==> src/hdl/sprq_pkg.sv <==
// Shared types, codes and constants for the sorted priority queue.
`timescale 1ns / 1ps

package sprq_pkg;

   localparam int CAPACITY_DEF = 16;
   localparam int VALUE_W      = 32;
   localparam int PRI_W        = 16;
   localparam int STATUS_W     = 2;

   localparam logic OP_ENQUEUE = 1'b0;
   localparam logic OP_DEQUEUE = 1'b1;

   localparam logic [STATUS_W-1:0] ST_DONE  = 2'd0;
   localparam logic [STATUS_W-1:0] ST_FULL  = 2'd1;
   localparam logic [STATUS_W-1:0] ST_EMPTY = 2'd2;

   typedef struct packed {
      logic                     occ;
      logic signed [VALUE_W-1:0] data;
      logic signed [PRI_W-1:0]   pri;
   } sprq_entry_type;

   typedef struct packed {
      logic                     push;
      logic                     pop;
      logic signed [VALUE_W-1:0] data;
      logic signed [PRI_W-1:0]   pri;
   } sprq_cmd_type;

endpackage

==> src/hdl/sprq_cell.sv <==
// One slot of the sorted cell row: holds an entry, shifts toward head or tail.
`timescale 1ns / 1ps

module sprq_cell (
   input  logic                    clock,
   input  logic                    reset,
   input  sprq_pkg::sprq_cmd_type   cmd,
   input  sprq_pkg::sprq_entry_type left_entry,
   input  logic                    left_keep,
   input  sprq_pkg::sprq_entry_type right_entry,
   output sprq_pkg::sprq_entry_type entry,
   output logic                    keep,
   output logic                    occ_next
);
   import sprq_pkg::*;

   logic                      occ_ff;
   logic signed [VALUE_W-1:0] data_ff;
   logic signed [PRI_W-1:0]   pri_ff;
   sprq_entry_type            entry_in;

   assign entry.occ  = occ_ff;
   assign entry.data = data_ff;
   assign entry.pri  = pri_ff;

   // stays put on insert when it ranks at or above the new item
   assign keep = occ_ff && (pri_ff >= cmd.pri);

   always_comb begin
      entry_in = entry;
      if (cmd.push) begin
         if (!keep) begin
            if (left_keep) begin
               entry_in.occ  = 1'b1;
               entry_in.data = cmd.data;
               entry_in.pri  = cmd.pri;
            end else begin
               entry_in = left_entry;
            end
         end
      end else if (cmd.pop) begin
         entry_in = right_entry;
      end
   end

   assign occ_next = entry_in.occ;

   always_ff @(posedge clock) begin
      if (reset) begin
         occ_ff <= 1'b0;
      end else begin
         occ_ff <= entry_in.occ;
      end
   end

   always_ff @(posedge clock) begin
      data_ff <= entry_in.data;
      pri_ff  <= entry_in.pri;
   end

endmodule

==> src/hdl/sorted_priority_queue_unit.sv <==
// Top level of the sorted priority queue: cell row plus result register.
//
//   channel  dir  handshake               payload
//   req      in   req_valid / req_stall   req_opcode, req_item_value, req_item_priority
//   rsp      out  rsp_valid / rsp_stall   rsp_status, rsp_head_value, rsp_head_priority,
//                                         rsp_now_empty, rsp_now_full
//
// One item per cycle while the input is not stalled: every cell of the row updates in the cycle the item is accepted.
// The result is captured in the output register when the item is accepted.
// Reset clears all occupancy flags; no item is taken while reset is high.
// The input stalls only during reset or while a held result is itself stalled.
`timescale 1ns / 1ps

module sorted_priority_queue_unit #(
   parameter int CAPACITY = sprq_pkg::CAPACITY_DEF
) (
   input  logic                                  clock,
   input  logic                                  reset,
   input  logic                                  req_valid,
   output logic                                  req_stall,
   input  logic                                  req_opcode,
   input  logic signed [sprq_pkg::VALUE_W-1:0]   req_item_value,
   input  logic signed [sprq_pkg::PRI_W-1:0]     req_item_priority,
   output logic                                  rsp_valid,
   input  logic                                  rsp_stall,
   output logic [sprq_pkg::STATUS_W-1:0]         rsp_status,
   output logic signed [sprq_pkg::VALUE_W-1:0]   rsp_head_value,
   output logic signed [sprq_pkg::PRI_W-1:0]     rsp_head_priority,
   output logic                                  rsp_now_empty,
   output logic                                  rsp_now_full
);
   import sprq_pkg::*;

   sprq_cmd_type          cmd;
   sprq_entry_type        entries [CAPACITY];
   sprq_entry_type        left_e  [CAPACITY];
   sprq_entry_type        right_e [CAPACITY];
   logic [CAPACITY-1:0]   keeps;
   logic [CAPACITY-1:0]   left_keeps;
   logic [CAPACITY-1:0]   occ_vec;
   logic [CAPACITY-1:0]   occ_next;
   logic                  accept;
   logic                  is_full;
   logic                  is_empty;

   logic                      rsp_valid_ff, rsp_valid_in;
   logic [STATUS_W-1:0]       status_ff, status_in;
   logic signed [VALUE_W-1:0] head_value_ff, head_value_in;
   logic signed [PRI_W-1:0]   head_pri_ff, head_pri_in;
   logic                      now_empty_ff, now_full_ff;

   assign req_stall = reset | (rsp_valid_ff & rsp_stall);
   assign accept    = req_valid & ~req_stall;

   assign is_full  = entries[CAPACITY-1].occ;
   assign is_empty = ~entries[0].occ;

   assign cmd.push = accept && (req_opcode == OP_ENQUEUE) && !is_full;
   assign cmd.pop  = accept && (req_opcode == OP_DEQUEUE) && !is_empty;
   assign cmd.data = req_item_value;
   assign cmd.pri  = req_item_priority;

   for (genvar i = 0; i < CAPACITY; i++) begin : g_cell
      if (i == 0) begin : g_head
         assign left_e[i]     = '0;
         assign left_keeps[i] = 1'b1;
      end else begin : g_mid
         assign left_e[i]     = entries[i-1];
         assign left_keeps[i] = keeps[i-1];
      end
      if (i == CAPACITY - 1) begin : g_tail
         assign right_e[i] = '0;
      end else begin : g_body
         assign right_e[i] = entries[i+1];
      end
      assign occ_vec[i] = entries[i].occ;

      sprq_cell u_cell (
         .clock       (clock),
         .reset       (reset),
         .cmd         (cmd),
         .left_entry  (left_e[i]),
         .left_keep   (left_keeps[i]),
         .right_entry (right_e[i]),
         .entry       (entries[i]),
         .keep        (keeps[i]),
         .occ_next    (occ_next[i])
      );
   end

   always_comb begin
      status_in     = ST_DONE;
      head_value_in = '0;
      head_pri_in   = '0;
      if (req_opcode == OP_ENQUEUE) begin
         if (is_full) status_in = ST_FULL;
      end else begin
         if (is_empty) begin
            status_in = ST_EMPTY;
         end else begin
            head_value_in = entries[0].data;
            head_pri_in   = entries[0].pri;
         end
      end
   end

   assign rsp_valid_in = accept | (rsp_valid_ff & rsp_stall);

   always_ff @(posedge clock) begin
      if (reset) begin
         rsp_valid_ff <= 1'b0;
      end else begin
         rsp_valid_ff <= rsp_valid_in;
      end
   end

   always_ff @(posedge clock) begin
      if (accept) begin
         status_ff     <= status_in;
         head_value_ff <= head_value_in;
         head_pri_ff   <= head_pri_in;
         now_empty_ff  <= ~occ_next[0];
         now_full_ff   <= occ_next[CAPACITY-1];
      end
   end

   assign rsp_valid         = rsp_valid_ff;
   assign rsp_status        = status_ff;
   assign rsp_head_value    = head_value_ff;
   assign rsp_head_priority = head_pri_ff;
   assign rsp_now_empty     = now_empty_ff;
   assign rsp_now_full      = now_full_ff;

   // occupied cells always form a contiguous run from the head
   a_occ_prefix: assert property (@(posedge clock) disable iff (reset)
      (occ_vec & (occ_vec + 1'b1)) == '0)
      else $error("occupancy has a gap");

   a_push_grows: assert property (@(posedge clock) disable iff (reset)
      cmd.push |=> $countones(occ_vec) == $past($countones(occ_vec)) + 1)
      else $error("insert did not add one entry");

   a_pop_shrinks: assert property (@(posedge clock) disable iff (reset)
      cmd.pop |=> $countones(occ_vec) == $past($countones(occ_vec)) - 1)
      else $error("removal did not drop one entry");

   a_full_flag: assert property (@(posedge clock) disable iff (reset)
      rsp_valid_ff && (status_ff == ST_FULL) |-> now_full_ff && !now_empty_ff)
      else $error("rejected insert without full flag");

   a_empty_flag: assert property (@(posedge clock) disable iff (reset)
      rsp_valid_ff && (status_ff == ST_EMPTY) |-> now_empty_ff && (head_value_ff == '0))
      else $error("rejected removal with data or without empty flag");

endmodule

==> config.mk <==
export PLATFORM = sky130hd
export DESIGN_NAME = sorted_priority_queue_unit
export DESIGN_NICKNAME = d
export VERILOG_FILES = /design/src/hdl/sprq_pkg.sv /design/src/hdl/sprq_cell.sv /design/src/hdl/sorted_priority_queue_unit.sv
export SDC_FILE = /design/constraint.sdc
export NUM_CORES = 2
export LEC_CHECK = 0
export BUFFER_PORTS_ARGS = -buffer_cell sky130_fd_sc_hd__buf_2
export CAP_MARGIN = 20
export CORE_ASPECT_RATIO = 1.25
export CORE_MARGIN = 4
export CORE_UTILIZATION = 29
export DETAILED_ROUTE_END_ITERATION = 10
export GPL_ROUTABILITY_DRIVEN = 0
export PLACE_DENSITY_LB_ADDON = 0.12
export SLEW_MARGIN = 10
export SYNTH_ARGS = -nofsm -noshare
export SYNTH_HDL_FRONTEND = slang
export SYNTH_HIERARCHICAL = 1
export SYNTH_SLANG_ARGS = --single-unit
==> constraint.sdc <==
create_clock -name clock -period 10 [get_ports clock]
set_clock_uncertainty 0.1 [all_clocks]
set_input_delay 1 -clock clock [delete_from_list [all_inputs] [get_ports clock]]
set_output_delay 1 -clock clock [all_outputs]
set_load 0.05 [all_outputs]
# --- Word-level counts from Yosys, hierarchy flattened ---
# Cells that the tools add are included.
# W data, S select, Z words.
word_totals:
  output_inout_bits: 54
  reg_bits: 837
  in_bits: 53
classes:
  n_reduce_logical: 39
  n_lt_le_gt_ge: 16
  muxes: 66
  n_eq_ne: 16
  n_bitwise: 7
ops:
  columns: ["op", "count"]
  rows:
  - ["$mux W49", 63]
  - ["$ge A16 B16 Y1", 16]
  - ["$reduce_and A2 Y1", 17]
  - ["$ne A2 B2 Y1 const B", 16]
  - ["$logic_and A1 B1 Y1", 20]
  - ["$mux W2", 2]
  - ["$not A1 Y1", 3]
  - ["$and A1 B1 Y1", 2]
  - ["$or A1 B1 Y1", 2]
  - ["$reduce_bool A2 Y1", 1]
  - ["$logic_not A1 Y1", 1]
  - ["$mux W1", 1]

# --- Longest topological paths before layout ---
depth:
  depth_word: 9
  depth_mapped: 16
  mapped_depth_nobuf: 13

# --- Hierarchy ---
# Netlist, hierarchy kept.
modules_own_cells:
  columns: ["mod", "cells_each", "instances", "area_per_inst_um2", "seq_area_each_um2"]
  rows:
  - ["sprq_cell (g_cell[14].u_cell ...)", 458, 11, 4388.0, 1461.4]
  - ["sprq_cell (g_cell[0].u_cell ...)", 283, 5, 3039.2, 1461.4]
  - ["sorted_priority_queue_unit", 124, 1, 2001.9, 1581.5]

# --- Least setup slack after synthesis ---
# No wires, ideal clock.
synth_timing:
  path_kind: "input port to flip-flop"
  startpoint: "in reset"
  endpoint: "reg g_cell[14].u_cell.data_ff[0], enable pin"
  setup_slack_ns: 3.007
  t_required_ns: 9.481
  path_stages: 6
  n_path_buf: 2
  arrival_time_ns: 6.474
  cell_sequence: "a21o_2 nor4_1 clkbuf_1 clkbuf_1 nand2_1 o211ai_2"
synth_lines:
  columns: ["item", "line_no", "text"]
  rows:
  - ["from (decl)", "sorted_priority_queue_unit.sv:18", "input logic reset,"]
  - ["to (signal assigned)", "sprq_cell.sv:57", "data_ff <= entry_in.data;"]
  - ["to (decl)", "sprq_cell.sv:18", "logic signed [VALUE_W-1:0] data_ff;"]

==> impl_metrics.json <==
{
  "die-area_sq_um": 233000,
  "grt_usage_pct": 22.6,
  "end_kind": "register",
  "fin_crit_ns": 5.56,
  "grt_pass1_wl_microns": 400000,
  "placement.io_buffers": 106,
  "cts_made_buffers": 108,
  "synth_cells": 6562,
  "status": "completed",
  "peakVddDrop_mv": 0.159,
  "nets": 6715,
  "drc_errors": 0,
  "cts_resized": 0,
  "max-slew-margin-rel_pct": 21.9,
  "tightest_slew_ns": 1.17,
  "cp-start-kind": "input port",
  "clk_path_buf_depth": 3,
  "vias": 53600,
  "grt_pass1_vias": 55200,
  "synth_area_sq_um": 65400,
  "path_clk_slew_ns": 0.06,
  "grt_max_degree": 104,
  "wire_per_inst_microns": 28.9,
  "hold_viol": 0,
  "drv_cap": 0,
  "avgViaCountPerCell": 5.68,
  "overflow": 0,
  "rows": 194,
  "fmax_mhz": 180,
  "cp.required_ns": 10.39,
  "path_max_fanout": 52,
  "crit_type": "in2reg",
  "rsz0062_at_grt": "false",
  "die_x_microns": 433,
  "core-area_sq_um": 224000,
  "cts_hold_buf": 0,
  "area.growth.synth_to_final_pct": 10.6,
  "setup_violations": 0,
  "critical_path_arrival_ns": 5.95,
  "final.period_utilization_pct": 55.6,
  "critPathSlowestCell": "buf_4",
  "crit_family": "buffers and inverters",
  "p_per_area_nw_per_um2": 134,
  "max_stage_delay_ns": 0.75,
  "dp_cells": 9236,
  "cpMostUsedCell": "buf_4",
  "wirelength_microns": 273000,
  "clock-root-buffer": "clkbuf_16",
  "tns_ns": 0,
  "die_h_microns": 539,
  "cts.sinks": 837,
  "synth_warnings": 6,
  "drv_slew": 0,
  "layoutNonFillerInstCount": 9443,
  "ioPinCount": 107,
  "drt_iter0_markers": 4506,
  "initial_core_util_pct": 29.2,
  "postCtsSetupBuffers": 0,
  "whs_ns": 0.359,
  "drive_gt1_share_pct": 16.6,
  "hold_path_class": "in2reg",
  "place_hpwl_microns": 182000,
  "htreeDepth": 3,
  "crit_chain": "buf_2 -> buf_4 -> inv_1 -> ha_1 -> nor2b_1 -> o211ai_2 -> a2111oi_4 -> buf_4 -> or3_2 -> mux2i_4 -> buf_4 -> mux2i_1 -> nor2_1 -> o31ai_1 -> o211ai_1",
  "postRouteAntennaNets": 0,
  "cp_num_buf_inv": 5,
  "tritoncts": "yes",
  "antenna_found_initial": 19,
  "p_leak_nw": 27.2,
  "firstDrtPassIters": 5,
  "avgSynthCellArea_sq_um": 9.96,
  "insertion_delay_ns": 0.79
}
worst reg2reg max path, stage by stage (launching register included):
cell and delay [ns]:
edfxtp_1 0.47, ha_1 0.39, nand4_2 0.26, a2111oi_4 0.38, buf_4 0.66, or3_2 0.44, mux2i_4 0.49, buf_4 0.75
mux2i_1 0.48, nor2_1 0.09, o31ai_1 0.10, o211ai_1 0.12
per-layer routing:
metal  GRT usage, %  up-vias  part of all wire [%]
met1           28.9    27500                    43
met2           39.2     1624                    49
met4           8.41        0                   3.8
li1               -    24100                     -
met5              0        -                     0
met3           2.27      399                   4.3
sequential cells by signal, summed over array words and instances (netlist names):
| name | count |
|---|---|
| g_cell.u_cell/data_ff | 512 |
| g_cell.u_cell/pri_ff | 256 |
| rsp_head_value | 32 |
| g_cell.u_cell/occ_ff | 16 |
| rsp_head_priority | 16 |
| rsp_status | 2 |
| rsp_now_empty | 1 |
| rsp_now_full | 1 |
| rsp_valid | 1 |
where the power goes:
| group | leakage (nW) | switching (W) | total (W) | internal, W |
|---|---|---|---|---|
| logic | 17.6 | 0.00105 | 0.00151 | 0.000463 |
| clock network | 1.69 | 0.00178 | 0.00398 | 0.00221 |
| registers | 7.88 | 0.000162 | 0.00421 | 0.00405 |
| total | 27.2 | 0.00299 | 0.00970 | 0.00672 |
through the flow:
step	power [W]	setup slack, ns	cell area, sq um	utilization (%)
global placement	0.00577	3.81	68800	30.7
global route	0.0101	4.28	72300	32.3
finish	0.00970	4.44	72300	32.3
floorplan	0.00518	3.01	65700	-
detailed placement	0.00579	3.74	68800	30.8
CTS	0.00982	4.58	72300	32.3
area by class of cell:
type | instances | area (sq um)
Clock buffer | 140 | 2900
Timing Repair Buffer | 271 | 1830
Sequential cell | 837 | 25000
Clock inverter | 63 | 546
Inverter | 285 | 1070
Fill cell | 22900 | 152000
Antenna cell | 4 | 10.0
Multi-Input combinational cell | 4903 | 37300
Tap cell | 2940 | 3680
path summary, 6_finish.rpt:
| path | depth (start not counted) | start | to | slack [ns] |
|---|---|---|---|---|
| worst min-delay path | 3 | req_valid | rsp_valid | 0.36 |
| worst max register to register | 11 | g_cell[14].u_cell/pri_ff[15] | g_cell[15].u_cell/data_ff[31] | 5.00 |
| worst max-delay path | 15 | req_item_priority[1] | g_cell[15].u_cell/data_ff[31] | 4.44 |
| worst min register to register | 2 | g_cell[15].u_cell/data_ff[9] | g_cell[14].u_cell/data_ff[9] | 0.42 |
placed cells by master, fill, tap and decap left out, drive strengths merged, types with 10 or more instances in the layout:
master,instances
o41ai,11
clkbuf,140
a21oi,86
a21o,17
o211ai,555
a211oi,23
mux2i,778
nand3b,528
ha,256
nor2,556
o21bai,11
o21ai,250
a2111oi,22
conb,99
a221oi,10
and3,80
o311ai,11
buf,271
clkinv,53
o31ai,528
o31a,11
dfxtp,17
nor2b,55
nor3,12
edfxtp,820
or3,11
and4,10
o21a,11
inv,288
nand4,54
nand2,838
nand3,16
nor4,12
nand2b,10
Note: power is estimated with default switching activity, not from simulation.
